$ cat src/sv/websocket_client_frame_parser_assert.svh
// ---------------------------------------------------------------------------
// Assertion macros for the WebSocket client frame parser.
// Each macro expands to a clocked concurrent assertion in simulation and to
// nothing in synthesis. The using module must have clk and arst_n in scope.
// ---------------------------------------------------------------------------
`ifndef WEBSOCKET_CLIENT_FRAME_PARSER_ASSERT_SVH
`define WEBSOCKET_CLIENT_FRAME_PARSER_ASSERT_SVH

`ifndef SYNTHESIS

// Plain property that must hold at every clock edge out of reset.
`define WSCFP_ASSERT(label, prop, msg) \
	label: assert property (@(posedge clk) disable iff (!arst_n) (prop)) \
		else $error(msg);

// Same-cycle implication.
`define WSCFP_ASSERT_IMP(label, ante, cons, msg) \
	label: assert property (@(posedge clk) disable iff (!arst_n) (ante) |-> (cons)) \
		else $error(msg);

`else

`define WSCFP_ASSERT(label, prop, msg)
`define WSCFP_ASSERT_IMP(label, ante, cons, msg)

`endif

`endif

$ cat src/sv/wscfp_pkg.sv
// ---------------------------------------------------------------------------
// wscfp_pkg
// Types and constants shared by the WebSocket client frame parser.
// ---------------------------------------------------------------------------
package wscfp_pkg;

	localparam logic [1:0] ST_OK         = 2'd0;
	localparam logic [1:0] ST_INCOMPLETE = 2'd1;
	localparam logic [1:0] ST_PROTOCOL   = 2'd2;
	localparam logic [1:0] ST_TOO_LARGE  = 2'd3;

	localparam logic [3:0] OP_TEXT  = 4'h1;
	localparam logic [3:0] OP_CLOSE = 4'h8;
	localparam logic [3:0] OP_PING  = 4'h9;
	localparam logic [3:0] OP_PONG  = 4'hA;

	localparam logic [15:0] LIMIT_RESET = 16'd4096;

	typedef struct packed {
		logic [7:0] in_byte;
		logic       buffer_end;
	} wscfp_item_t;

	typedef struct packed {
		logic [7:0]  data_byte;
		logic        data_valid;
		logic        frame_end;
		logic [1:0]  status;
		logic [3:0]  frame_opcode;
		logic [15:0] payload_length;
		logic [16:0] frame_length;
	} wscfp_result_t;

endpackage

$ cat src/sv/wscfp_in_if.sv
// ---------------------------------------------------------------------------
// wscfp_in_if
// Byte channel into the frame parser: one stream byte per word.
// ---------------------------------------------------------------------------
interface wscfp_in_if;
	logic       valid;
	logic       ready;
	logic [7:0] in_byte;
	logic       buffer_end;

	modport source (output valid, output in_byte, output buffer_end, input ready);
	modport sink (input valid, input in_byte, input buffer_end, output ready);
endinterface

$ cat src/sv/wscfp_out_if.sv
// ---------------------------------------------------------------------------
// wscfp_out_if
// Result channel out of the frame parser: payload byte and frame status.
// ---------------------------------------------------------------------------
interface wscfp_out_if;
	logic        valid;
	logic        ready;
	logic [7:0]  data_byte;
	logic        data_valid;
	logic        frame_end;
	logic [1:0]  status;
	logic [3:0]  frame_opcode;
	logic [15:0] payload_length;
	logic [16:0] frame_length;

	modport source (
		output valid, output data_byte, output data_valid, output frame_end,
		output status, output frame_opcode, output payload_length,
		output frame_length, input ready
	);
	modport sink (
		input valid, input data_byte, input data_valid, input frame_end,
		input status, input frame_opcode, input payload_length,
		input frame_length, output ready
	);
endinterface

$ cat src/sv/wscfp_step.sv
// ---------------------------------------------------------------------------
// wscfp_step
// Per-byte header state machine, mask key store and payload unmasking.
// ---------------------------------------------------------------------------
`include "websocket_client_frame_parser_assert.svh"

module wscfp_step (
	input  logic                    clk,
	input  logic                    arst_n,
	input  logic                    cfg_we,
	input  logic [15:0]             cfg_wdata,
	input  logic                    fire,
	input  wscfp_pkg::wscfp_item_t  item,
	output logic                    res_valid,
	output wscfp_pkg::wscfp_result_t res
);
	import wscfp_pkg::*;

	localparam logic [2:0] PH_HDR0    = 3'd0;
	localparam logic [2:0] PH_HDR1    = 3'd1;
	localparam logic [2:0] PH_EXT_HI  = 3'd2;
	localparam logic [2:0] PH_EXT_LO  = 3'd3;
	localparam logic [2:0] PH_MASK    = 3'd4;
	localparam logic [2:0] PH_PAYLOAD = 3'd5;
	localparam logic [2:0] PH_DISCARD = 3'd6;

	logic [15:0] limit_q;
	logic [2:0]  phase_q,  phase_d;
	logic [3:0]  opcode_q, opcode_d;
	logic [15:0] length_q, length_d;
	logic [31:0] mask_q,   mask_d;
	logic [15:0] count_q,  count_d;
	logic        ext_q,    ext_d;

	logic [7:0]  b;
	logic        last;
	logic [6:0]  code;
	logic [15:0] count_inc;
	logic [7:0]  key;
	logic [7:0]  plain;
	logic        do_accept;
	logic        op_known;

	assign b         = item.in_byte;
	assign last      = item.buffer_end;
	assign code      = b[6:0];
	assign count_inc = count_q + 16'd1;
	assign op_known  = (b[3:0] == OP_TEXT) || (b[3:0] == OP_CLOSE) ||
		(b[3:0] == OP_PING) || (b[3:0] == OP_PONG);

	always_comb begin
		unique case (count_q[1:0])
			2'd0: key = mask_q[31:24];
			2'd1: key = mask_q[23:16];
			2'd2: key = mask_q[15:8];
			default: key = mask_q[7:0];
		endcase
	end
	assign plain = b ^ key;

	always_comb begin
		phase_d   = phase_q;
		opcode_d  = opcode_q;
		length_d  = length_q;
		mask_d    = mask_q;
		count_d   = count_q;
		ext_d     = ext_q;
		do_accept = 1'b0;
		res_valid = 1'b0;
		res       = '0;

		unique case (phase_q)
			PH_HDR1: begin
				if (!b[7] || (opcode_q[3] && code >= 7'd126)) begin
					res_valid     = 1'b1;
					res.frame_end = 1'b1;
					res.status    = ST_PROTOCOL;
					phase_d       = last ? PH_HDR0 : PH_DISCARD;
				end else if (code == 7'd127) begin
					res_valid     = 1'b1;
					res.frame_end = 1'b1;
					res.status    = ST_TOO_LARGE;
					phase_d       = last ? PH_HDR0 : PH_DISCARD;
				end else if (code == 7'd126) begin
					ext_d   = 1'b1;
					phase_d = PH_EXT_HI;
					if (last) begin
						res_valid     = 1'b1;
						res.frame_end = 1'b1;
						res.status    = ST_INCOMPLETE;
						phase_d       = PH_HDR0;
					end
				end else begin
					ext_d     = 1'b0;
					length_d  = {9'd0, code};
					do_accept = 1'b1;
				end
			end
			PH_EXT_HI: begin
				length_d = {b, 8'd0};
				phase_d  = PH_EXT_LO;
				if (last) begin
					res_valid     = 1'b1;
					res.frame_end = 1'b1;
					res.status    = ST_INCOMPLETE;
					phase_d       = PH_HDR0;
				end
			end
			PH_EXT_LO: begin
				length_d = {length_q[15:8], length_q[7:0] | b};
				if (length_d < 16'd126) begin
					res_valid     = 1'b1;
					res.frame_end = 1'b1;
					res.status    = ST_PROTOCOL;
					phase_d       = last ? PH_HDR0 : PH_DISCARD;
				end else begin
					do_accept = 1'b1;
				end
			end
			PH_MASK: begin
				mask_d  = {mask_q[23:0], b};
				count_d = count_inc;
				if (count_inc >= 16'd4) begin
					count_d = '0;
					phase_d = PH_PAYLOAD;
				end
				if (count_inc >= 16'd4 && length_q == 16'd0) begin
					// Empty payload: the frame closes on its last mask byte.
					res_valid          = 1'b1;
					res.frame_end      = 1'b1;
					res.status         = ST_OK;
					res.frame_opcode   = opcode_q;
					res.payload_length = length_q;
					res.frame_length   = {1'b0, length_q} + (ext_q ? 17'd8 : 17'd6);
					phase_d            = PH_HDR0;
				end else if (last) begin
					res_valid     = 1'b1;
					res.frame_end = 1'b1;
					res.status    = ST_INCOMPLETE;
					phase_d       = PH_HDR0;
				end
			end
			PH_PAYLOAD: begin
				count_d        = count_inc;
				res_valid      = 1'b1;
				res.data_byte  = plain;
				res.data_valid = 1'b1;
				if (count_inc == length_q) begin
					res.frame_end      = 1'b1;
					res.status         = ST_OK;
					res.frame_opcode   = opcode_q;
					res.payload_length = length_q;
					res.frame_length   = {1'b0, length_q} + (ext_q ? 17'd8 : 17'd6);
					phase_d            = PH_HDR0;
				end else if (last) begin
					res.frame_end = 1'b1;
					res.status    = ST_INCOMPLETE;
					phase_d       = PH_HDR0;
				end
			end
			PH_DISCARD: begin
				if (last) begin
					phase_d = PH_HDR0;
				end
			end
			default: begin
				// First header byte; the unused phase code lands here too.
				phase_d = PH_HDR0;
				if (last) begin
					res_valid     = 1'b1;
					res.frame_end = 1'b1;
					res.status    = ST_INCOMPLETE;
				end else if (!b[7] || b[6:4] != 3'd0 || !op_known) begin
					res_valid     = 1'b1;
					res.frame_end = 1'b1;
					res.status    = ST_PROTOCOL;
					phase_d       = PH_DISCARD;
				end else begin
					opcode_d = b[3:0];
					phase_d  = PH_HDR1;
				end
			end
		endcase

		// Shared length checks once the full payload length is known.
		if (do_accept) begin
			if (opcode_q == OP_CLOSE && length_d == 16'd1) begin
				res_valid     = 1'b1;
				res.frame_end = 1'b1;
				res.status    = ST_PROTOCOL;
				phase_d       = last ? PH_HDR0 : PH_DISCARD;
			end else if (length_d > limit_q) begin
				res_valid     = 1'b1;
				res.frame_end = 1'b1;
				res.status    = ST_TOO_LARGE;
				phase_d       = last ? PH_HDR0 : PH_DISCARD;
			end else begin
				phase_d = PH_MASK;
				count_d = '0;
				if (last) begin
					res_valid     = 1'b1;
					res.frame_end = 1'b1;
					res.status    = ST_INCOMPLETE;
					phase_d       = PH_HDR0;
				end
			end
		end
	end

	always_ff @(posedge clk or negedge arst_n) begin
		if (!arst_n) begin
			limit_q  <= LIMIT_RESET;
			phase_q  <= PH_HDR0;
			opcode_q <= '0;
			length_q <= '0;
			mask_q   <= '0;
			count_q  <= '0;
			ext_q    <= 1'b0;
		end else begin
			if (cfg_we) begin
				limit_q <= cfg_wdata;
			end
			if (fire) begin
				phase_q  <= phase_d;
				opcode_q <= opcode_d;
				length_q <= length_d;
				mask_q   <= mask_d;
				count_q  <= count_d;
				ext_q    <= ext_d;
			end
		end
	end

	`WSCFP_ASSERT_IMP(a_data_only_in_payload, res_valid && res.data_valid,
		phase_q == PH_PAYLOAD, "payload byte produced outside the payload phase")
	`WSCFP_ASSERT_IMP(a_status_needs_end, res_valid && res.status != ST_OK,
		res.frame_end, "nonzero status without frame end")
	`WSCFP_ASSERT_IMP(a_mask_count_range, phase_q == PH_MASK,
		count_q < 16'd4, "mask byte count out of range")
	`WSCFP_ASSERT_IMP(a_ok_has_opcode, res_valid && res.frame_end && res.status == ST_OK,
		res.frame_opcode == opcode_q && res.payload_length == length_q,
		"completed frame reports stale header fields")

endmodule

$ cat src/sv/wscfp_outbuf.sv
// ---------------------------------------------------------------------------
// wscfp_outbuf
// Result register that drives the output channel and holds under stall.
// ---------------------------------------------------------------------------
module wscfp_outbuf (
	input  logic                     clk,
	input  logic                     arst_n,
	input  logic                     load,
	input  wscfp_pkg::wscfp_result_t res,
	output logic                     space,
	wscfp_out_if.source              dst
);
	import wscfp_pkg::*;

	logic          valid_q;
	wscfp_result_t res_q;

	// The register can take a new word when empty or when the held one leaves.
	assign space = !valid_q || dst.ready;

	always_ff @(posedge clk or negedge arst_n) begin
		if (!arst_n) begin
			valid_q <= 1'b0;
		end else if (space) begin
			valid_q <= load;
		end
	end

	always_ff @(posedge clk) begin
		if (space && load) begin
			res_q <= res;
		end
	end

	assign dst.valid          = valid_q;
	assign dst.data_byte      = res_q.data_byte;
	assign dst.data_valid     = res_q.data_valid;
	assign dst.frame_end      = res_q.frame_end;
	assign dst.status         = res_q.status;
	assign dst.frame_opcode   = res_q.frame_opcode;
	assign dst.payload_length = res_q.payload_length;
	assign dst.frame_length   = res_q.frame_length;

endmodule

$ cat src/sv/websocket_client_frame_parser.sv
// ---------------------------------------------------------------------------
// websocket_client_frame_parser
// Client-to-server WebSocket frame parser with payload unmasking.
// ---------------------------------------------------------------------------
// The item channel carries one stream byte per word together with a
// buffer_end flag that marks the last byte currently available. The result
// channel carries one unmasked payload byte per word, and the last word of a
// frame or attempt has frame_end set with the status, opcode and lengths.
// Header bytes and mask bytes produce no result word unless they end an
// attempt. cfg_we writes payload_limit from cfg_wdata; write it only while
// the parser is idle.
// A byte passes an input register and then a result register on its way
// to the result channel. One byte is taken every cycle while no result
// word waits for the receiver. When the receiver stalls, the result
// register holds its word and the input register keeps accepting bytes
// that produce no result; a byte that does produce one waits in the input
// register. Reset clears all state, sets payload_limit to 4096 and expects
// a first header byte.
// ---------------------------------------------------------------------------
module websocket_client_frame_parser (
	input  logic        clk,
	input  logic        arst_n,
	input  logic        cfg_we,
	input  logic [15:0] cfg_wdata,
	wscfp_in_if.sink    item,
	wscfp_out_if.source result
);
	import wscfp_pkg::*;

	logic          valid_s1;
	wscfp_item_t   item_s1;
	logic          step_res_valid;
	wscfp_result_t step_res;
	logic          space;
	logic          advance;

	assign advance    = valid_s1 && (!step_res_valid || space);
	assign item.ready = !valid_s1 || advance;

	always_ff @(posedge clk or negedge arst_n) begin
		if (!arst_n) begin
			valid_s1 <= 1'b0;
		end else if (item.ready) begin
			valid_s1 <= item.valid;
		end
	end

	always_ff @(posedge clk) begin
		if (item.ready && item.valid) begin
			item_s1.in_byte    <= item.in_byte;
			item_s1.buffer_end <= item.buffer_end;
		end
	end

	wscfp_step u_step (
		.clk       (clk),
		.arst_n    (arst_n),
		.cfg_we    (cfg_we),
		.cfg_wdata (cfg_wdata),
		.fire      (advance),
		.item      (item_s1),
		.res_valid (step_res_valid),
		.res       (step_res)
	);

	wscfp_outbuf u_outbuf (
		.clk    (clk),
		.arst_n (arst_n),
		.load   (advance && step_res_valid),
		.res    (step_res),
		.space  (space),
		.dst    (result)
	);

endmodule

$ cat src/flat_wrapper.sv
// flat-port wrapper written by rule: the top's interface ports become plain ports
module websocket_client_frame_parser_flat import wscfp_pkg::*;
  (clk, arst_n, cfg_we, cfg_wdata, item_valid, item_in_byte, item_buffer_end, item_ready, result_valid, result_data_byte, result_data_valid, result_frame_end, result_status, result_frame_opcode, result_payload_length, result_frame_length, result_ready);
  wscfp_in_if item_i ();
  wscfp_out_if result_i ();
  input  logic clk;
  input  logic arst_n;
  input  logic cfg_we;
  input  logic [15:0] cfg_wdata;
  input wire logic [$bits(item_i.valid)-1:0] item_valid;
  input wire logic [$bits(item_i.in_byte)-1:0] item_in_byte;
  input wire logic [$bits(item_i.buffer_end)-1:0] item_buffer_end;
  output wire logic [$bits(item_i.ready)-1:0] item_ready;
  output wire logic [$bits(result_i.valid)-1:0] result_valid;
  output wire logic [$bits(result_i.data_byte)-1:0] result_data_byte;
  output wire logic [$bits(result_i.data_valid)-1:0] result_data_valid;
  output wire logic [$bits(result_i.frame_end)-1:0] result_frame_end;
  output wire logic [$bits(result_i.status)-1:0] result_status;
  output wire logic [$bits(result_i.frame_opcode)-1:0] result_frame_opcode;
  output wire logic [$bits(result_i.payload_length)-1:0] result_payload_length;
  output wire logic [$bits(result_i.frame_length)-1:0] result_frame_length;
  input wire logic [$bits(result_i.ready)-1:0] result_ready;
  assign item_i.valid = item_valid;
  assign item_i.in_byte = item_in_byte;
  assign item_i.buffer_end = item_buffer_end;
  assign item_ready = item_i.ready;
  assign result_valid = result_i.valid;
  assign result_data_byte = result_i.data_byte;
  assign result_data_valid = result_i.data_valid;
  assign result_frame_end = result_i.frame_end;
  assign result_status = result_i.status;
  assign result_frame_opcode = result_i.frame_opcode;
  assign result_payload_length = result_i.payload_length;
  assign result_frame_length = result_i.frame_length;
  assign result_i.ready = result_ready;
  websocket_client_frame_parser u_core (.clk(clk), .arst_n(arst_n), .cfg_we(cfg_we), .cfg_wdata(cfg_wdata), .item(item_i), .result(result_i));
endmodule
$ cat config.mk
export PLATFORM = sky130hd
export DESIGN_NAME = websocket_client_frame_parser_flat
export DESIGN_NICKNAME = d
export VERILOG_FILES = /design/src/sv/wscfp_pkg.sv /design/src/sv/wscfp_in_if.sv /design/src/sv/wscfp_out_if.sv /design/src/sv/wscfp_step.sv /design/src/sv/wscfp_outbuf.sv /design/src/sv/websocket_client_frame_parser.sv /design/src/flat_wrapper.sv
export VERILOG_INCLUDE_DIRS = /design/src /design/src/sv
export SDC_FILE = /design/constraint.sdc
export NUM_CORES = 1
export LEC_CHECK = 0
export BUFFER_PORTS_ARGS = -buffer_cell sky130_fd_sc_hd__buf_2
export CELL_PAD_IN_SITES_DETAIL_PLACEMENT = 1
export CELL_PAD_IN_SITES_GLOBAL_PLACEMENT = 2
export CORE_MARGIN = 2
export CORE_UTILIZATION = 35
export DETAILED_ROUTE_END_ITERATION = 7
export PLACE_DENSITY_LB_ADDON = 0.05
export SLEW_MARGIN = 20
export SYNTH_ARGS = -nofsm -noshare
export SYNTH_HDL_FRONTEND = slang
export SYNTH_HIERARCHICAL = 1
export SYNTH_SLANG_ARGS = --single-unit
$ cat constraint.sdc
create_clock -name clk -period 6.3 [get_ports clk]
set_input_delay 0.63 -clock clk [delete_from_list [all_inputs] [get_ports clk]]
set_output_delay 0.63 -clock clk [all_outputs]
set_load 0.01 [all_outputs]
# [Word level (Yosys, flattened, before mapping)]
# Cells that the tools add are included.
[totals] regBits=148
[op_classes] n_addsub=2 order_cmp=4 n_eq_ne=20 mux=67 n_bitwise=7 n_reduce_logical=29
[ops] cell="$mux 16" count=7
[ops] cell="$mux 3" count=29
[ops] cell="$mux 37" count=2
[ops] cell="$pmux 37 s2" count=1
[ops] cell="$pmux 16 s3" count=1
[ops] cell="$pmux 3 s6" count=2
[ops] cell="$pmux 16 s2" count=1
[ops] cell="$pmux 8 s3" count=1
[ops] cell="$mux 1" count=18
[ops] cell="$add 16x4->17" count=1
[ops] cell="$add 16x1->16 const B" count=1
[ops] cell="$eq 16x1->1 const B" count=1
[ops] cell="$eq 16x16->1" count=1
[ops] cell="$eq 4x4->1 const B" count=4
[ops] cell="$ge 16x3->1 const B" count=1
[ops] cell="$gt 16x16->1" count=1
[ops] cell="$logic_not 16->1" count=1
[ops] cell="$lt 16x7->1 const B" count=1
[ops] cell="$eq 7x7->1 const B" count=2
[ops] cell="$reduce_and 4->1" count=3
[ops] cell="$eq 3x3->1 const B" count=3
[ops] cell="$logic_or 1x1->1" count=9
[ops] cell="$or 8x8->8" count=1
[ops] cell="$xor 8x8->8" count=1
[ops] cell="20 further kinds" count=36

# [Depth between registers and ports, before layout]
# Gate-level depths: netlist of the first run.
[logic_depth] word_depth=18 mapped_depth=22 ltp_nobuf=19

# [Hierarchy]
# The synthesis of the first run kept the hierarchy.
[by_module_without_submodules] mod="wscfp_step" n_inst=1 cells_per_inst=718 area_each_um2=6374.9
[by_module_without_submodules] mod="wscfp_outbuf" n_inst=1 cells_per_inst=53 area_each_um2=1525.2
[by_module_without_submodules] mod="websocket_client_frame_parser" n_inst=1 cells_per_inst=16 area_each_um2=349.1

# [Least setup slack after synthesis of the first run]
# Ideal clock, no wire load.
[synth_timing] path_kind="register to register" startpoint="reg u_core.u_step.phase_q[1]" endpoint="reg u_core.u_step.mask_q[0]" setup_time_ns=0.125 t_arrival_ns=4.919 setup_slack_ns=1.256 path_stages_with_launch=20 period_less_slack_ns=5.044 cell_sequence="dfrtp_1 -> clkbuf_1 -> nor3b_1 -> o211a_1 -> nor2_1 -> a22o_1 -> ha_1 -> nor2b_1 -> o211a_1 -> o2111ai_1 -> a31oi_1 -> a31oi_1 -> nor2_1 -> o32ai_1 -> o211ai_1 -> a21boi_0 -> nand2_1 -> nor2_1 -> clkbuf_1 -> mux2_2"
[synth_via] elab_chain_len=10 elab_cells_between_ends=20 cone_classes="order compare: 1; eq/ne: 7; mux: 7; reduce/logical: 5"
[synth_lines] item="start, declared" line="wscfp_step.sv:28" source="logic [2:0] phase_q, phase_d;"
[synth_lines] item="start signal, assigned" line="wscfp_step.sv:224" source="phase_q <= phase_d;"
[synth_lines] item="$eq 3x2->1 or $eq 3x1->1 (tied branches)" line="wscfp_step.sv:72" source="unique case (phase_q)"
[synth_lines] item="$pmux 16 s3 *" line="wscfp_step.sv:72"
[synth_lines] item="net u_core.u_step.length_d[1]" line="wscfp_step.sv:30" source="logic [15:0] length_q, length_d;"
[synth_lines] item="$gt 16x16->1 or $eq 16x1->1 (tied branches)" line="wscfp_step.sv:192, wscfp_step.sv:187"
[synth_lines] item="$mux 1 or $logic_and 1x1->1 (tied branches)" line="wscfp_step.sv:192, wscfp_step.sv:187"
[synth_lines] item="$mux 1 *" line="wscfp_step.sv:187" source="if (opcode_q == OP_CLOSE && length_d == 16'd1) begin"
[synth_lines] item="$mux 1 *" line="wscfp_step.sv:186" source="if (do_accept) begin"
[synth_lines] item="net u_core.step_res_valid" line="websocket_client_frame_parser.sv:32" source="logic step_res_valid;"
[synth_lines] item="$logic_not 1->1 *" line="websocket_client_frame_parser.sv:37" source="assign advance = valid_s1 && (!step_res_valid || space);"
[synth_lines] item="$logic_or 1x1->1 *" line="websocket_client_frame_parser.sv:37"
[synth_lines] item="$logic_and 1x1->1 *" line="websocket_client_frame_parser.sv:37"
[synth_lines] item="net u_core.advance" line="websocket_client_frame_parser.sv:35" source="logic advance;"
[synth_lines] item="$reduce_and 2->1 (no line) *"
[synth_lines] item="end signal, assigned" line="wscfp_step.sv:227" source="mask_q <= mask_d;"
[synth_lines] item="end, declared" line="wscfp_step.sv:31" source="logic [31:0] mask_q, mask_d;"
# Mark *: on every way through the listed nets, which the timed path passes. The rest lies on a longest branch.
# A chain may end at the register's enable or synchronous reset.

# [Worst setup path after layout of the first run]
[layout_timing] startpoint="reg u_core.u_step.phase_q[2]" endpoint="reg u_core.u_step.opcode_q[0]"
[layout_via] elab_chain_len=10 elab_cells_between_ends=22 cone_classes="order compare: 1; eq/ne: 7; mux: 7; bitwise: 1; reduce/logical: 6"
[layout_lines] item="$eq 3x2->1 or $eq 3x1->1 (tied branches)" line="wscfp_step.sv:72"
[layout_lines] item="$pmux 16 s3 *" line="wscfp_step.sv:72"
[layout_lines] item="net u_core.u_step.length_d[13]" line="wscfp_step.sv:30"
[layout_lines] item="$gt 16x16->1 or $eq 16x1->1 (tied branches)" line="wscfp_step.sv:192, wscfp_step.sv:187"
[layout_lines] item="$mux 1 or $logic_and 1x1->1 (tied branches)" line="wscfp_step.sv:192, wscfp_step.sv:187"
[layout_lines] item="$mux 1 *" line="wscfp_step.sv:187"
[layout_lines] item="$mux 1 *" line="wscfp_step.sv:186"
[layout_lines] item="net u_core.step_res_valid" line="websocket_client_frame_parser.sv:32"
[layout_lines] item="$logic_not 1->1 *" line="websocket_client_frame_parser.sv:37"
[layout_lines] item="$logic_or 1x1->1 *" line="websocket_client_frame_parser.sv:37"
[layout_lines] item="$logic_and 1x1->1 *" line="websocket_client_frame_parser.sv:37"
[layout_lines] item="net u_core.advance" line="websocket_client_frame_parser.sv:35"
[layout_lines] item="$reduce_and 4->1 (no line) *"
[layout_lines] item="end signal, assigned" line="wscfp_step.sv:225" source="opcode_q <= opcode_d;"
[layout_lines] item="end, declared" line="wscfp_step.sv:29" source="logic [3:0] opcode_q, opcode_d;"
# Marks and branches as above.

==> results by stage, run 1 <==
Synth:
- The post-synthesis share of cell area spent on full adders, half adders and majority gates is 3.73%.
- After Yosys synthesis, and, or, nand and nor cells account for 17.7% of the synthesized area.
- The cell count after synthesis came out at 787.
- Yosys mapped a number of flops with a built-in enable equal to 58.
- In this run the biggest area consumer among cell types represents 27.0% of the synthesized area.
- Among all flip-flop cells after synthesis, the most frequent one is sky130_fd_sc_hd__dfrtp_1.
- The multiplexer area fraction after synthesis is 6.90%.
- For this run, the register share of the synthesized area comes to 48.4%.
- The number of nets handed over by synthesis was 841.
- The largest area contributor in the netlist is sky130_fd_sc_hd__dfrtp_1.
- The number of warnings printed during yosys synthesis is 6.
- By instance count, the leading cell after synthesis is sky130_fd_sc_hd__dfrtp_1.
- In this run, synthesis produced a sequential element count of 148.
- Sorting the synthesized cells by area gives the leading types as sky130_fd_sc_hd__dfrtp_1, sky130_fd_sc_hd__edfxtp_1, sky130_fd_sc_hd__mux2_2.
- Of all flip-flops after synthesis, the portion carrying an async set or reset was 60.8%.
- The number of library cell types mapped by synthesis is 80.
- The post-synthesis cell area is 8250 µm².
- The main combinational cell family by area after synthesis is simple AND/OR/NAND/NOR gates.
- Summing the areas of all xor and xnor instances in the mapped netlist gives 5.20% of the synthesized area.
- Summing the areas of all compound-gate instances in the mapped netlist gives 13.2% of the synthesized area.
- The mean instance size in the synthesized netlist is 10.5 µm².
- After synthesis, the most frequently instantiated cells are sky130_fd_sc_hd__dfrtp_1, sky130_fd_sc_hd__nand2_1, sky130_fd_sc_hd__edfxtp_1, sky130_fd_sc_hd__mux2_2, sky130_fd_sc_hd__nor2_1.

Die:
- The die is 158 µm wide.
- The effective utilization at floorplan is 35.4%.
- The floorplan step defined a die boundary enclosing 24800 µm².
- 81 I/O pins were placed.
- The floorplan has 56 rows.
- The die outline height is 158 µm.
- In this run the standard cell core region covers 23300 µm².

Detailed routing:
- The post-detailed-route DRC marker count is 0.
- The wire length after detailed routing is 24000 µm.
- After detailed routing, the number of vias per cell comes to 5.33.
- The initial DRC count is 314.
- The count of nets left with antenna violations once routing finished came out at 0.
- The pre-antenna-repair detailed-routing pass consisted of 4 iterations.
- The detailed router placed 6247 vias in this run.
- In the final routed layout, each cell accounts on average for 20.5 µm.

Worst setup path:
- The register-to-register path setup slack is 0.60 ns.
- The largest fanout on the critical path is 15.
- The worst setup path is captured at a flop.
- The data arrival time of the critical path is 6.02 ns.
- The data required time at the worst endpoint is 6.61 ns.
- The library cell contributing the largest single delay on the critical path is sky130_fd_sc_hd__dfrtp_1.
- The number of buffers and inverters on the critical path is 2.
- The start-to-end type of the worst setup path is reg -> reg.
- STA classifies the critical path startpoint as a flop.
- In this design, the stage delay of the slowest critical-path cell is 0.64 ns.
- The launch instance of the worst register-to-register path is u_core/u_step/phase_q[2].
- The number of cells on the worst reg-to-reg path is 18.
- Walking the worst path, the cells encountered are nor3b_1 > buf_4 > o211a_1 > nor2_1 > a22o_1 > ha_1 > a211oi_1 > o211ai_1 > a22oi_1 > a31oi_1 > a31oi_1 > nor2_1 > o32ai_1 > o211ai_1 > a21boi_2 > inv_1 > nor4_2 > mux2_2.
- The most critical setup path has its startpoint at u_core/u_step/phase_q[2].
- In this run the critical register-to-register path is captured at u_core/u_step/opcode_q[0].
- In this design, the largest share of critical-path delay is due to compound AO/OA/AOI/OAI gates.

CTS:
- For this design, the sink count on the clock tree is 148.
- TritonCTS built the clock tree.
- The number of buffers on the longest clock path is 2.
- Buffers added to address setup during post-CTS repair amount to 0.
- The clock reaches the later pin of the worst-skew pair after 0.43 ns.
- The clock tree synthesis step divided the H-tree into 4 levels.
- The library cell used as clock root buffer is sky130_fd_sc_hd__clkbuf_16.
- The number of clock buffers added by TritonCTS is 17.
- The clock transition at the registers of the reported paths is 0.07 ns.
- For this design, the CTS-stage hold fixing added 0 buffers.
- The post-cts gate resize count is 0.

STA:
- Derived from the worst setup path, the maximum achievable clock frequency is 0.175 GHz.
- Setup violations remaining at the end of the flow were counted as 0.
- Of the available clock period, the critical path in the final layout requires 90.5%.
- The time the worst path needs with I/O delays and setup is 5.70 ns.
- Setup repair after global routing left no endpoint under its margin.
- The normalized max-slew margin is 40.6%.
- For the final database, setup skew stands at 0.0149 ns.
- In the final timing run, aggregate negative setup slack is 0 ns.
- At the pin with the least slew margin, the transition time is 0.891 ns.
- The number of pins with negative max-slew slack in the final report came to 0.
- The total count of hold-check failures in the final report is 0.

Min path:
- The worst hold path class is in -> async.

Power:
- The static leakage is 3.95 nW.
- The power density over the cells is 467 nW/µm².
- After layout, the design draws a total of 4.43 mW.
- VDD sags by at most 175 µV.

Global routing:
- The pin count of the biggest net entering global routing is 67.
- Global routing finished with a remaining overflow of 0.
- The number of global-route vias before repair is 6550.
- The first global-routing pass estimated 38200 µm of wire.
- The all-layer global routing usage is 20.4%.
- The initial antenna violation count is 0.

Finish:
- 0 antenna diodes ended up in the layout.
- Once layout is complete, the utilization of the core stands at 40.7%.
- The post-route netlist has 23.2% of its cells at a drive strength greater than 1.
- After the last flow step, the layout net total stands at 893.
- Relative to the synthesized area, the layout overhead comes to 15.1%.

Outcome:
- The run finished with clean final reports.

Placed design:
- The final weighted congestion in routability-driven placement is 0.880.
- During placement, the flow inserted port buffers numbering 80.
- The HPWL after detailed placement is 17200 µm.

Run:
- The tool flagged a number of max-cap violations equal to 0.
## power by group
group	total (mW)	leakage, nW	internal [mW]	switching, mW
combinational	1.68	1.96	0.726	0.952
clock	1.03	0.298	0.539	0.494
sequential	1.72	1.69	1.33	0.387
total	4.43	3.95	2.60	1.83
## metal layers
layer  wire (µm)  track usage [%]  up-vias
met5           0                0        -
met4         379             5.67        0
met1       11400             27.5     3171
met3         679             3.14       23
li1            -                -     2934
met2       11500             34.1      119
## cell families after synthesis
group           after synthesis
compound gates              155
xor+xnor                     49
fa+ha+maj                    24
buf+inv                      93
flops                       148
mux                          51
simple gates                267
## cells in the final DEF, fill, tap and decap left out, types with 4 or more instances in the layout
cell type / count
sky130_fd_sc_hd__o21ai_0: 43
sky130_fd_sc_hd__nand2_1: 75
sky130_fd_sc_hd__and3_1: 13
sky130_fd_sc_hd__o311ai_1: 4
sky130_fd_sc_hd__a31oi_1: 8
sky130_fd_sc_hd__dfrtp_1: 89
sky130_fd_sc_hd__mux2i_1: 4
sky130_fd_sc_hd__nand2b_1: 6
sky130_fd_sc_hd__a21oi_1: 22
sky130_fd_sc_hd__clkinv_8: 6
sky130_fd_sc_hd__xnor2_1: 40
sky130_fd_sc_hd__xor2_1: 9
sky130_fd_sc_hd__a22o_1: 12
sky130_fd_sc_hd__a21o_1: 5
sky130_fd_sc_hd__edfxtp_1: 58
sky130_fd_sc_hd__buf_2: 79
sky130_fd_sc_hd__ha_1: 23
sky130_fd_sc_hd__buf_4: 14
sky130_fd_sc_hd__nand3_1: 23
sky130_fd_sc_hd__nor3_1: 10
sky130_fd_sc_hd__inv_1: 32
sky130_fd_sc_hd__o22ai_1: 6
sky130_fd_sc_hd__o2111ai_1: 4
sky130_fd_sc_hd__or3_1: 4
sky130_fd_sc_hd__nor2_1: 43
sky130_fd_sc_hd__mux2_2: 47
sky130_fd_sc_hd__a222oi_1: 8
sky130_fd_sc_hd__clkbuf_16: 17
sky130_fd_sc_hd__nor3b_1: 4
sky130_fd_sc_hd__nor2b_1: 7
sky130_fd_sc_hd__o21a_1: 4
sky130_fd_sc_hd__and2_1: 38
sky130_fd_sc_hd__nor4_1: 4
sky130_fd_sc_hd__nand4_1: 8
## layout make-up
cell class,count,area (µm²)
Multi-Input combinational cell,546,3860
Clock buffer,17,425
Tap cell,319,399
Clock inverter,15,186
Fill cell,2593,13800
Sequential cell,148,4000
Timing Repair Buffer,93,500
Inverter,33,124
## worst max path at each step
stage / endpoint / depth (start not counted)
after floorplan: u_core/u_step/mask_q[0] / 19
after global placement: u_core/u_step/opcode_q[0] / 17
after detailed placement: u_core/u_step/opcode_q[0] / 17
after CTS: u_core/u_step/opcode_q[0] / 17
after global routing: u_core/u_step/opcode_q[0] / 17
final: u_core/u_step/opcode_q[0] / 18
## metrics by stage
stage / area, µm² / instances / hold WS, ns / setup WS [ns]
finish: 9490 / 1171 / 0.123 / 0.597
global route: 9490 / 1171 / 0.135 / 0.0786
CTS: 9490 / 1171 / 0.135 / 0.691
detailed placement: 8880 / 1139 / 0.496 / 0.716
global placement: 8880 / 1139 / 0.490 / 0.883
floorplan: 8250 / 787 / 0.334 / 1.26
## flip-flops by register name (all words and copies together) (netlist names), 2 cells and up
| register | flops |
|---|---|
| u_core/u_outbuf/dst.frame_opcode | 4 |
| u_core/u_step/mask_q | 32 |
| u_core/u_step/opcode_q | 4 |
| u_core/item_s1 | 9 |
| u_core/u_outbuf/dst.payload_length | 16 |
| u_core/u_step/phase_q | 3 |
| u_core/u_outbuf/dst.status | 2 |
| u_core/u_outbuf/dst.data_byte | 8 |
| u_core/u_step/length_q | 16 |
| u_core/u_step/count_q | 16 |
| u_core/u_outbuf/dst.frame_length | 17 |
| u_core/u_step/limit_q | 16 |
(Power assumes the default switching activity.)
==> run 2, diff against run 1 <==
--- a/config.mk
+++ b/config.mk
@@ -9,10 +9,10 @@
 export BUFFER_PORTS_ARGS = -buffer_cell sky130_fd_sc_hd__buf_2
 export CELL_PAD_IN_SITES_DETAIL_PLACEMENT = 1
 export CELL_PAD_IN_SITES_GLOBAL_PLACEMENT = 2
-export CORE_MARGIN = 2
+export CORE_MARGIN = 3
 export CORE_UTILIZATION = 35
 export DETAILED_ROUTE_END_ITERATION = 7
-export PLACE_DENSITY_LB_ADDON = 0.05
+export PLACE_DENSITY_LB_ADDON = 0.1
 export SLEW_MARGIN = 20
 export SYNTH_ARGS = -nofsm -noshare
 export SYNTH_HDL_FRONTEND = slang
==> constraint.sdc (replaced) <==
create_clock -name clk -period 5.4 [get_ports clk]
set_input_delay 0.54 -clock clk [delete_from_list [all_inputs] [get_ports clk]]
set_output_delay 0.54 -clock clk [all_outputs]
set_load 0.01 [all_outputs]
==> results by stage, run 2 (synthesis results as in run 1) <==
Die:
- The die outline area is 25400 µm² (+2.6%).
- The row count is 55 (-1.8%).
- The die outline height came to 160 µm (+1.3%).
- The area inside the core boundary is 22900 µm² (-1.8%).
- The count of boundary I/O pins is 81 (unchanged).
- The effective utilization at floorplan came to 36.0% (+0.64 points).
- The floorplan die width is 160 µm (+1.3%).

STA:
- The total count of hold-check failures in the final report is 0 (unchanged).
- The least setup slack across all paths after layout was 0.377 ns (-0.220 ns).
- The share of the clock period used by the worst path is 93.0% (+2.5 points).
- The pin slew with the least headroom to its limit is 0.756 ns (-0.134 ns).
- The normalized max-slew margin is 49.6% (+8.9 points).
- The count of final setup violators is 0 (unchanged).
- Setup repair after global routing left no endpoint under its margin.
- The time the worst path needs with I/O delays and setup is 5.02 ns (-0.680 ns).
- The clock skew was 0.0122 ns (-0.00265 ns).
- The post-route setup TNS came to 0 ns (unchanged).
- The top achievable clock speed is 0.199 GHz (+14%).
- The number of pins with negative max-slew slack in the final report was 0 (unchanged).

CTS:
- The total number of clock tree sinks is 148 (unchanged).
- The number of buffers on the longest clock path is 2 (unchanged).
- The post-cts gate resize count was 0 (unchanged).
- The number of setup buffers added after CTS came to 0 (unchanged).
- The clock transition at the registers of the reported paths is 0.07 ns (about the same).
- CTS placed an instance of sky130_fd_sc_hd__clkbuf_16 at the clock tree root.
- The worst-skew pair later-pin latency is 0.43 ns (about the same).
- The total of hold buffers inserted after clock tree synthesis is 0 (unchanged).
- The clock tree from TritonCTS is built.
- The total CTS buffers is 17 (unchanged).
- The level count of the clock H-tree is 4 (unchanged).

Power:
- The total power consumption of the routed design is 5.34 mW (+20%).
- The portion of total power attributed to the clock network came to 23.9% (+0.6 points).
- The worst-case vdd ir drop is 407 µV (+130%).
- The internal power contribution came to 3.21 mW (+23%).
- The relative contribution of combinational cells to total power was 39.6% (+1.8 points).
- The net switching share of the total power is 39.9% (-1.5 points).
- The sequential share of power was 36.4% (-2.4 points).
- The power density over the cells was 553 nW/µm² (+18%).
- The net switching power came to 2.13 mW (+16%).
- The static leakage is 4.04 nW (+2.3%).

Detailed routing:
- The initial DRC count is 338 (+7.6%).
- The wire length after detailed routing is 24700 µm (+3.1%).
- The post-detailed-route DRC marker count is 0 (unchanged).
- The final antenna-violating net count is 0 (unchanged).
- The average vias per placed instance is 5.42 (+1.6%).
- The number of detailed-routing iterations run before antenna repair is 4 (unchanged).
- The wire length per cell was 20.9 µm (+2.3%).
- The total via count in the routed design was 6399 (+2.4%).

Placed design:
- The final weighted congestion in routability-driven placement is 0.955 (+8.5%).
- The HPWL reported at the end of detailed placement came to 17900 µm (+3.7%).
- The worst setup slack after placement is 0.320 ns (-0.396 ns).
- The quantity of I/O buffers inserted on ports was 80 (unchanged).
- The total placed cells including tap cells came to 1149 (+0.88%).

Global routing:
- The number of global-route vias before repair was 6780 (+3.5%).
- After global routing, the most crowded layer is met2.
- The global-route wire length before repair is 39300 µm (+3.0%).
- The initial antenna violation count is 0 (unchanged).
- The met2 capacity usage during global routing is 33.5% (-0.64 points).
- The met1 demand-to-capacity share in global routing is 25.6% (-1.9 points).
- The fraction of met3 tracks used by global routing is 3.43% (+0.30 points).
- The all-layer global routing usage was 19.6% (-0.79 points).
- The leftover overflow at the end of global routing is 0 (unchanged).
- The pin count of the biggest net entering global routing was 55 (-18%).

Finish:
- More flip-flops sit in one register than any other, and that register is u_core/u_step/mask_q.
- The sequential standard cell area is 4000 µm² (unchanged).
- The number of antenna repair diodes was 0 (unchanged).
- The final standard cell count with taps included and fillers excluded came to 1181 (+0.85%).
- The number of flip-flops in the largest register is 32 (unchanged).
- The fill cell total of the finished layout is 2557 (-1.4%).
- The multi-input gate area in the final layout was 3870 µm² (+0.29%).
- Leaving out fill and tap cells, the most frequent cell in the layout is sky130_fd_sc_hd__dfrtp_1.
- In the layout the commonest cells are sky130_fd_sc_hd__dfrtp_1, sky130_fd_sc_hd__buf_2, sky130_fd_sc_hd__nand2_1.
- The ratio of cells with drive above 1 in the final layout was 24.8% (+1.5 points).
- The layout net count is 909 (+1.8%).
- The area overhead of the layout relative to synthesis is 16.9%.

Worst setup path:
- The critical path in this run is classified as reg -> reg.
- The worst setup path is captured at a flop.
- The data arrival time of the critical path is 5.32 ns (-0.70 ns).
- The data required time at the worst endpoint is 5.69 ns (-0.92 ns).
- STA classifies the critical path startpoint as a flop.
- The largest fanout on the critical path is 12 (-3).

Min path:
- The worst hold path class is in -> async.

Outcome:
- The flow ran to the end, and the final reports show no timing, DRC or antenna violations.

Run:
- The total of max-cap violations was 0 (unchanged).
[run 2: final cells by class]
cell class                 instances  area share [%]
multi-input combinational        546            40.2
tap                              313            4.06
clock inverter                    14            1.82
clock buffer                      18            4.67
inverter                          33            1.28
timing repair buffer             109            6.57
sequential                       148            41.4
[run 2: worst max-delay path, cell delays in order (launching register included)]
cell	delay (ns)
sky130_fd_sc_hd__edfxtp_1	0.49
sky130_fd_sc_hd__nand4_1	0.24
sky130_fd_sc_hd__o211a_1	0.30
sky130_fd_sc_hd__nor2_2	0.27
sky130_fd_sc_hd__buf_4	0.21
sky130_fd_sc_hd__a22o_1	0.16
sky130_fd_sc_hd__ha_1	0.26
sky130_fd_sc_hd__a211oi_1	0.25
sky130_fd_sc_hd__o211ai_1	0.13
sky130_fd_sc_hd__a22oi_1	0.18
sky130_fd_sc_hd__a31oi_1	0.14
sky130_fd_sc_hd__buf_4	0.18
sky130_fd_sc_hd__a31oi_1	0.15
sky130_fd_sc_hd__nor2_1	0.09
sky130_fd_sc_hd__o32ai_1	0.38
sky130_fd_sc_hd__o211ai_1	0.20
sky130_fd_sc_hd__a21boi_2	0.25
sky130_fd_sc_hd__inv_1	0.15
sky130_fd_sc_hd__nor2_1	0.13
sky130_fd_sc_hd__a21boi_1	0.16
sky130_fd_sc_hd__buf_4	0.27
sky130_fd_sc_hd__o21ai_0	0.21
sky130_fd_sc_hd__o31ai_1	0.10
[run 2: path summary, 6_finish.rpt]
| path | from | endpoint | slack (ns) | cells past startpoint |
|---|---|---|---|---|
| worst max-delay path | u_core/item_s1[6] | u_core/u_step/count_q[3] | 0.38 | 22 |
| min in group clk | item_in_byte[0] | u_core/item_s1[1] | 0.29 | 1 |
| worst min register to register | u_core/u_step/mask_q[28] | u_core/u_step/mask_q[28] | 0.52 | 1 |
| worst max register to register | u_core/item_s1[6] | u_core/u_step/count_q[3] | 0.38 | 22 |
| worst min-delay path | arst_n | u_core/u_step/opcode_q[2] | 0.09 | 1 |
| max in group asynchronous | arst_n | u_core/u_outbuf/dst.valid | 4.16 | 2 |
[run 2: power groups by stage]
stage | logic (mW) | registers, mW | clock network [mW]
after floorplan | 1.49 | 1.78 | 0
after global placement | 2.06 | 1.94 | 0
after detailed placement | 2.12 | 1.97 | 0
after CTS | 2.13 | 1.94 | 1.31
after global routing | 2.33 | 1.99 | 1.36
final | 2.12 | 1.94 | 1.28
[run 2: stage by stage]
step | cell area [µm²] | hold WS, ns | util (%)
detailed placement | 9010 | 0.501 | 39.3
global route | 9640 | 0.119 | 42.1
floorplan | 8250 | 0.244 | -
finish | 9640 | 0.0947 | 42.1
CTS | 9630 | 0.102 | 42.0
global placement | 9010 | 0.491 | 39.3
[run 2: layer usage]
| layer | share of wire, % | vias to the layer above | wire [µm] |
|---|---|---|---|
| li1 | - | 2960 | - |
| met1 | 45 | 3242 | 11200 |
| met2 | 49 | 165 | 12100 |
| met3 | 3.9 | 32 | 974 |
| met4 | 1.8 | 0 | 454 |
| met5 | 0 | - | 0 |
==> run 3, diff against run 2 <==
--- a/config.mk
+++ b/config.mk
@@ -11,8 +11,9 @@
 export CELL_PAD_IN_SITES_GLOBAL_PLACEMENT = 2
 export CORE_MARGIN = 3
 export CORE_UTILIZATION = 35
+export CTS_BUF_LIST = sky130_fd_sc_hd__clkbuf_8
 export DETAILED_ROUTE_END_ITERATION = 7
-export PLACE_DENSITY_LB_ADDON = 0.1
+export PLACE_DENSITY = 0.83
 export SLEW_MARGIN = 20
 export SYNTH_ARGS = -nofsm -noshare
 export SYNTH_HDL_FRONTEND = slang
==> results by stage, run 3 (synthesis results as in run 1) <==
Detailed routing:
- The total via count in the routed design is 6261 (-2.2%).
- The average vias per placed instance is 5.30 (-2.2%).
- The post-detailed-route DRC marker count was 0 (unchanged).
- The wire length after detailed routing is 23000 µm (-7.2%).
- The wire length per cell is 19.4 µm (-7.2%).
- The number of detailed-routing iterations run before antenna repair is 6 (+2).
- The final antenna-violating net count is 0 (unchanged).
- The initial DRC count is 440 (+30%).

Worst setup path:
- The maximum single-stage delay on the critical path was 0.54 ns (+0.05 ns).
- By instance count, the cell type seen most on the critical path is sky130_fd_sc_hd__nor2_1.
- The worst setup path is captured at an output pin.
- Walking the worst path, the cells encountered are nand2b_1 > nor2_1 > nor2_1 > buf_4 > a22o_1 > ha_1 > nand4_1 > nor3_1 > o2111ai_1 > a31oi_1 > a31oi_1 > nor2_1 > o32ai_2 > o211ai_1 > buf_4 > nand3b_4 > buf_2.
- The launch instance of the worst register-to-register path is u_core/u_step/phase_q[1].
- The largest fanout on the critical path is 11 (-1).
- For this design, the slowest cell found on the critical path is sky130_fd_sc_hd__dfrtp_1.
- The register-to-register path setup slack was 0.52 ns (+0.14 ns).
- The endpoint identified for the worst register-to-register timing path is u_core/u_step/opcode_q[1].
- The data required time at the worst endpoint is 4.86 ns (-0.83 ns).
- The start-to-end type of the worst setup path is reg -> out.
- The depth of the most critical reg-to-reg path is 18 (-18%).
- Grouping stages by cell kind, the critical path spends the most delay in simple AND/OR/NAND/NOR gates.
- The type of element launching the critical path is a flop.
- The count of buffering cells on the critical path with inverters included came to 3 (-1).
- The data arrival time of the critical path is 4.46 ns (-0.86 ns).

Power:
- The worst-case vdd ir drop is 240 µV (-41%).
- The sequential share of power is 40.4% (+4.0 points).
- The static leakage is 3.95 nW (-2.1%).
- The internal power contribution is 2.84 mW (-11%).
- The total power consumption of the routed design is 4.88 mW (-8.5%).
- The relative contribution of combinational cells to total power was 41.7% (+2.1 points).
- The net switching share of the total power is 41.7% (+1.8 points).
- The power density over the cells is 517 nW/µm² (-6.6%).
- The net switching power is 2.04 mW (-4.3%).
- The portion of total power attributed to the clock network is 17.9% (-6.0 points).

Die:
- The effective utilization at floorplan is 36.0% (unchanged).
- The floorplan die width is 160 µm (unchanged).
- The area inside the core boundary is 22900 µm² (unchanged).
- The count of boundary I/O pins came to 81 (unchanged).
- The die outline area is 25400 µm² (unchanged).
- The row count is 55 (unchanged).
- The die outline height is 160 µm (unchanged).

Finish:
- The layout net count is 910 (+0.11%).
- The final standard cell count with taps included and fillers excluded is 1182 (+0.085%).
- The most common cell after layout, fill and taps aside is sky130_fd_sc_hd__dfrtp_1.
- The ratio of cells with drive above 1 in the final layout came to 25.1% (+0.32 points).
- The number of flip-flops in the largest register came to 32 (unchanged).
- Ranked by flip-flop count, first place goes to u_core/u_step/mask_q.
- Relative to the synthesized area, the layout overhead comes to 14.5%.
- In the layout the commonest cells are sky130_fd_sc_hd__dfrtp_1, sky130_fd_sc_hd__buf_2, sky130_fd_sc_hd__nand2_1.
- The number of antenna repair diodes is 0 (unchanged).

STA:
- The number of pins with negative max-slew slack in the final report is 0 (unchanged).
- The time the worst path needs with I/O delays and setup is 5.00 ns (-0.0272 ns).
- The share of the clock period used by the worst path is 92.5% (-0.50 points).
- The normalized max-slew margin is 51.0% (+1.4 points).
- The top achievable clock speed came to 0.200 GHz (+0.55%).
- Setup repair after global routing left no endpoint under its margin.
- The clock skew is 0.0144 ns (+0.00211 ns).
- The count of final setup violators is 0 (unchanged).
- The total count of hold-check failures in the final report is 0 (unchanged).
- The post-route setup TNS is 0 ns (unchanged).
- The pin slew with the least headroom to its limit is 0.736 ns (-0.0209 ns).

Global routing:
- The number of global-route vias before repair is 6443 (-5.0%).
- The initial antenna violation count is 0 (unchanged).
- The pin count of the biggest net entering global routing is 55 (unchanged).
- The all-layer global routing usage is 18.1% (-1.5 points).
- The global-route wire length before repair was 36600 µm (-6.9%).
- The leftover overflow at the end of global routing came to 0 (unchanged).

CTS:
- The total number of clock tree sinks is 148 (unchanged).
- TritonCTS built the clock tree.
- The library cell used as clock root buffer is sky130_fd_sc_hd__clkbuf_8.
- The total CTS buffers is 17 (unchanged).
- The clock transition at the registers of the reported paths is 0.09 ns (+0.02 ns).
- The number of buffers on the longest clock path is 2 (unchanged).
- The level count of the clock H-tree was 4 (unchanged).
- The worst-skew pair later-pin latency is 0.46 ns (+0.03 ns).
- The total of hold buffers inserted after clock tree synthesis was 0 (unchanged).

Placed design:
- The HPWL reported at the end of detailed placement is 16500 µm (-7.4%).
- The final weighted congestion in routability-driven placement is 0.890 (-6.8%).
- The quantity of I/O buffers inserted on ports was 80 (unchanged).
- The total placed cells including tap cells is 1145 (-0.35%).

Outcome:
- The flow ran to the end, and the final reports show no timing, DRC or antenna violations.

Run:
- The total of max-cap violations is 0 (unchanged).

Min path:
- The worst hold path class is in -> async.
-- run 3: changes by cell type in the layout (fill, tap and decap cells not counted), sizes merged --
cell      previous run  this run
clkinv               3         4
bufinv               2         1
clkbuf              18        17
inv                 41        43
clkinvlp             1         0
buf                109       110
-- run 3: worst register-to-register path, cell delays in order (launching register included) --
cell	delay, ns
sky130_fd_sc_hd__dfrtp_1	0.54
sky130_fd_sc_hd__nand2b_1	0.24
sky130_fd_sc_hd__nor2_1	0.31
sky130_fd_sc_hd__nor2_1	0.08
sky130_fd_sc_hd__buf_4	0.18
sky130_fd_sc_hd__a22o_1	0.25
sky130_fd_sc_hd__ha_1	0.29
sky130_fd_sc_hd__nor2b_1	0.13
sky130_fd_sc_hd__o211a_1	0.21
sky130_fd_sc_hd__o2111ai_1	0.22
sky130_fd_sc_hd__a31oi_1	0.23
sky130_fd_sc_hd__a31oi_1	0.22
sky130_fd_sc_hd__nor2_1	0.10
sky130_fd_sc_hd__o32ai_2	0.31
sky130_fd_sc_hd__o211ai_1	0.19
sky130_fd_sc_hd__a21boi_2	0.24
sky130_fd_sc_hd__inv_1	0.22
sky130_fd_sc_hd__nor4_4	0.44
sky130_fd_sc_hd__mux2_2	0.38
-- run 3: area by class of cell --
class,count,area (µm²)
Timing Repair Buffer,110,653
Sequential cell,148,4000
Tap cell,313,392
Inverter,33,124
Clock inverter,15,158
Multi-Input combinational cell,546,3890
Fill cell,2619,13500
Clock buffer,17,234
-- run 3: what timing repair did --
| action | 4_1_cts | 5_1_grt |
|---|---|---|
| buffers inserted | 0 | 5 |
| resized for setup | 0 | 4 |
| hold endpoints to repair | 0 | 0 |
| setup endpoints to repair | 0 | 52 |
-- run 3: per-layer routing --
layer,routed length (µm),global-route usage [%],part of all wire [%],vias to the layer above
met5,0,0,0,-
met1,11100,25.3,48,3111
li1,-,-,-,2966
met4,404,5.13,1.8,0
met3,945,3.07,4.1,25
met2,10500,29.1,46,159
-- run 3: worst max path at each step --
stage	from	to	slack, ns	cells after the start
after floorplan	u_core/u_step/phase_q[1]	u_core/u_step/mask_q[0]	0.36	19
after global placement	u_core/item_s1[6]	u_core/u_step/opcode_q[1]	0.45	18
after detailed placement	u_core/item_s1[6]	u_core/u_step/opcode_q[3]	0.13	18
after CTS	u_core/item_s1[6]	u_core/u_step/opcode_q[1]	0.05	18
after global routing	u_core/u_step/phase_q[1]	item_ready	0.06	17
final	u_core/u_step/phase_q[1]	item_ready	0.40	17
-- run 3: power groups by stage --
stage / combinational, mW / sequential (mW) / clock (mW)
final: 2.04 / 1.97 / 0.875
after global routing: 2.24 / 2.02 / 0.954
after CTS: 2.03 / 1.97 / 0.906
after detailed placement: 2.01 / 1.99 / 0
after global placement: 1.98 / 1.98 / 0
after floorplan: 1.49 / 1.78 / 0
-- run 3: metrics by stage --
stage | utilization (%) | cell area (µm²) | worst slack [ns] | hold WS (ns)
detailed placement | 39.2 | 8990 | 0.128 | 0.503
CTS | 40.9 | 9380 | 0.0491 | 0.0286
global route | 41.2 | 9440 | 0.0601 | 0.0558
floorplan | - | 8250 | 0.356 | 0.244
global placement | 39.2 | 8990 | 0.452 | 0.493
finish | 41.2 | 9440 | 0.404 | 0.0411
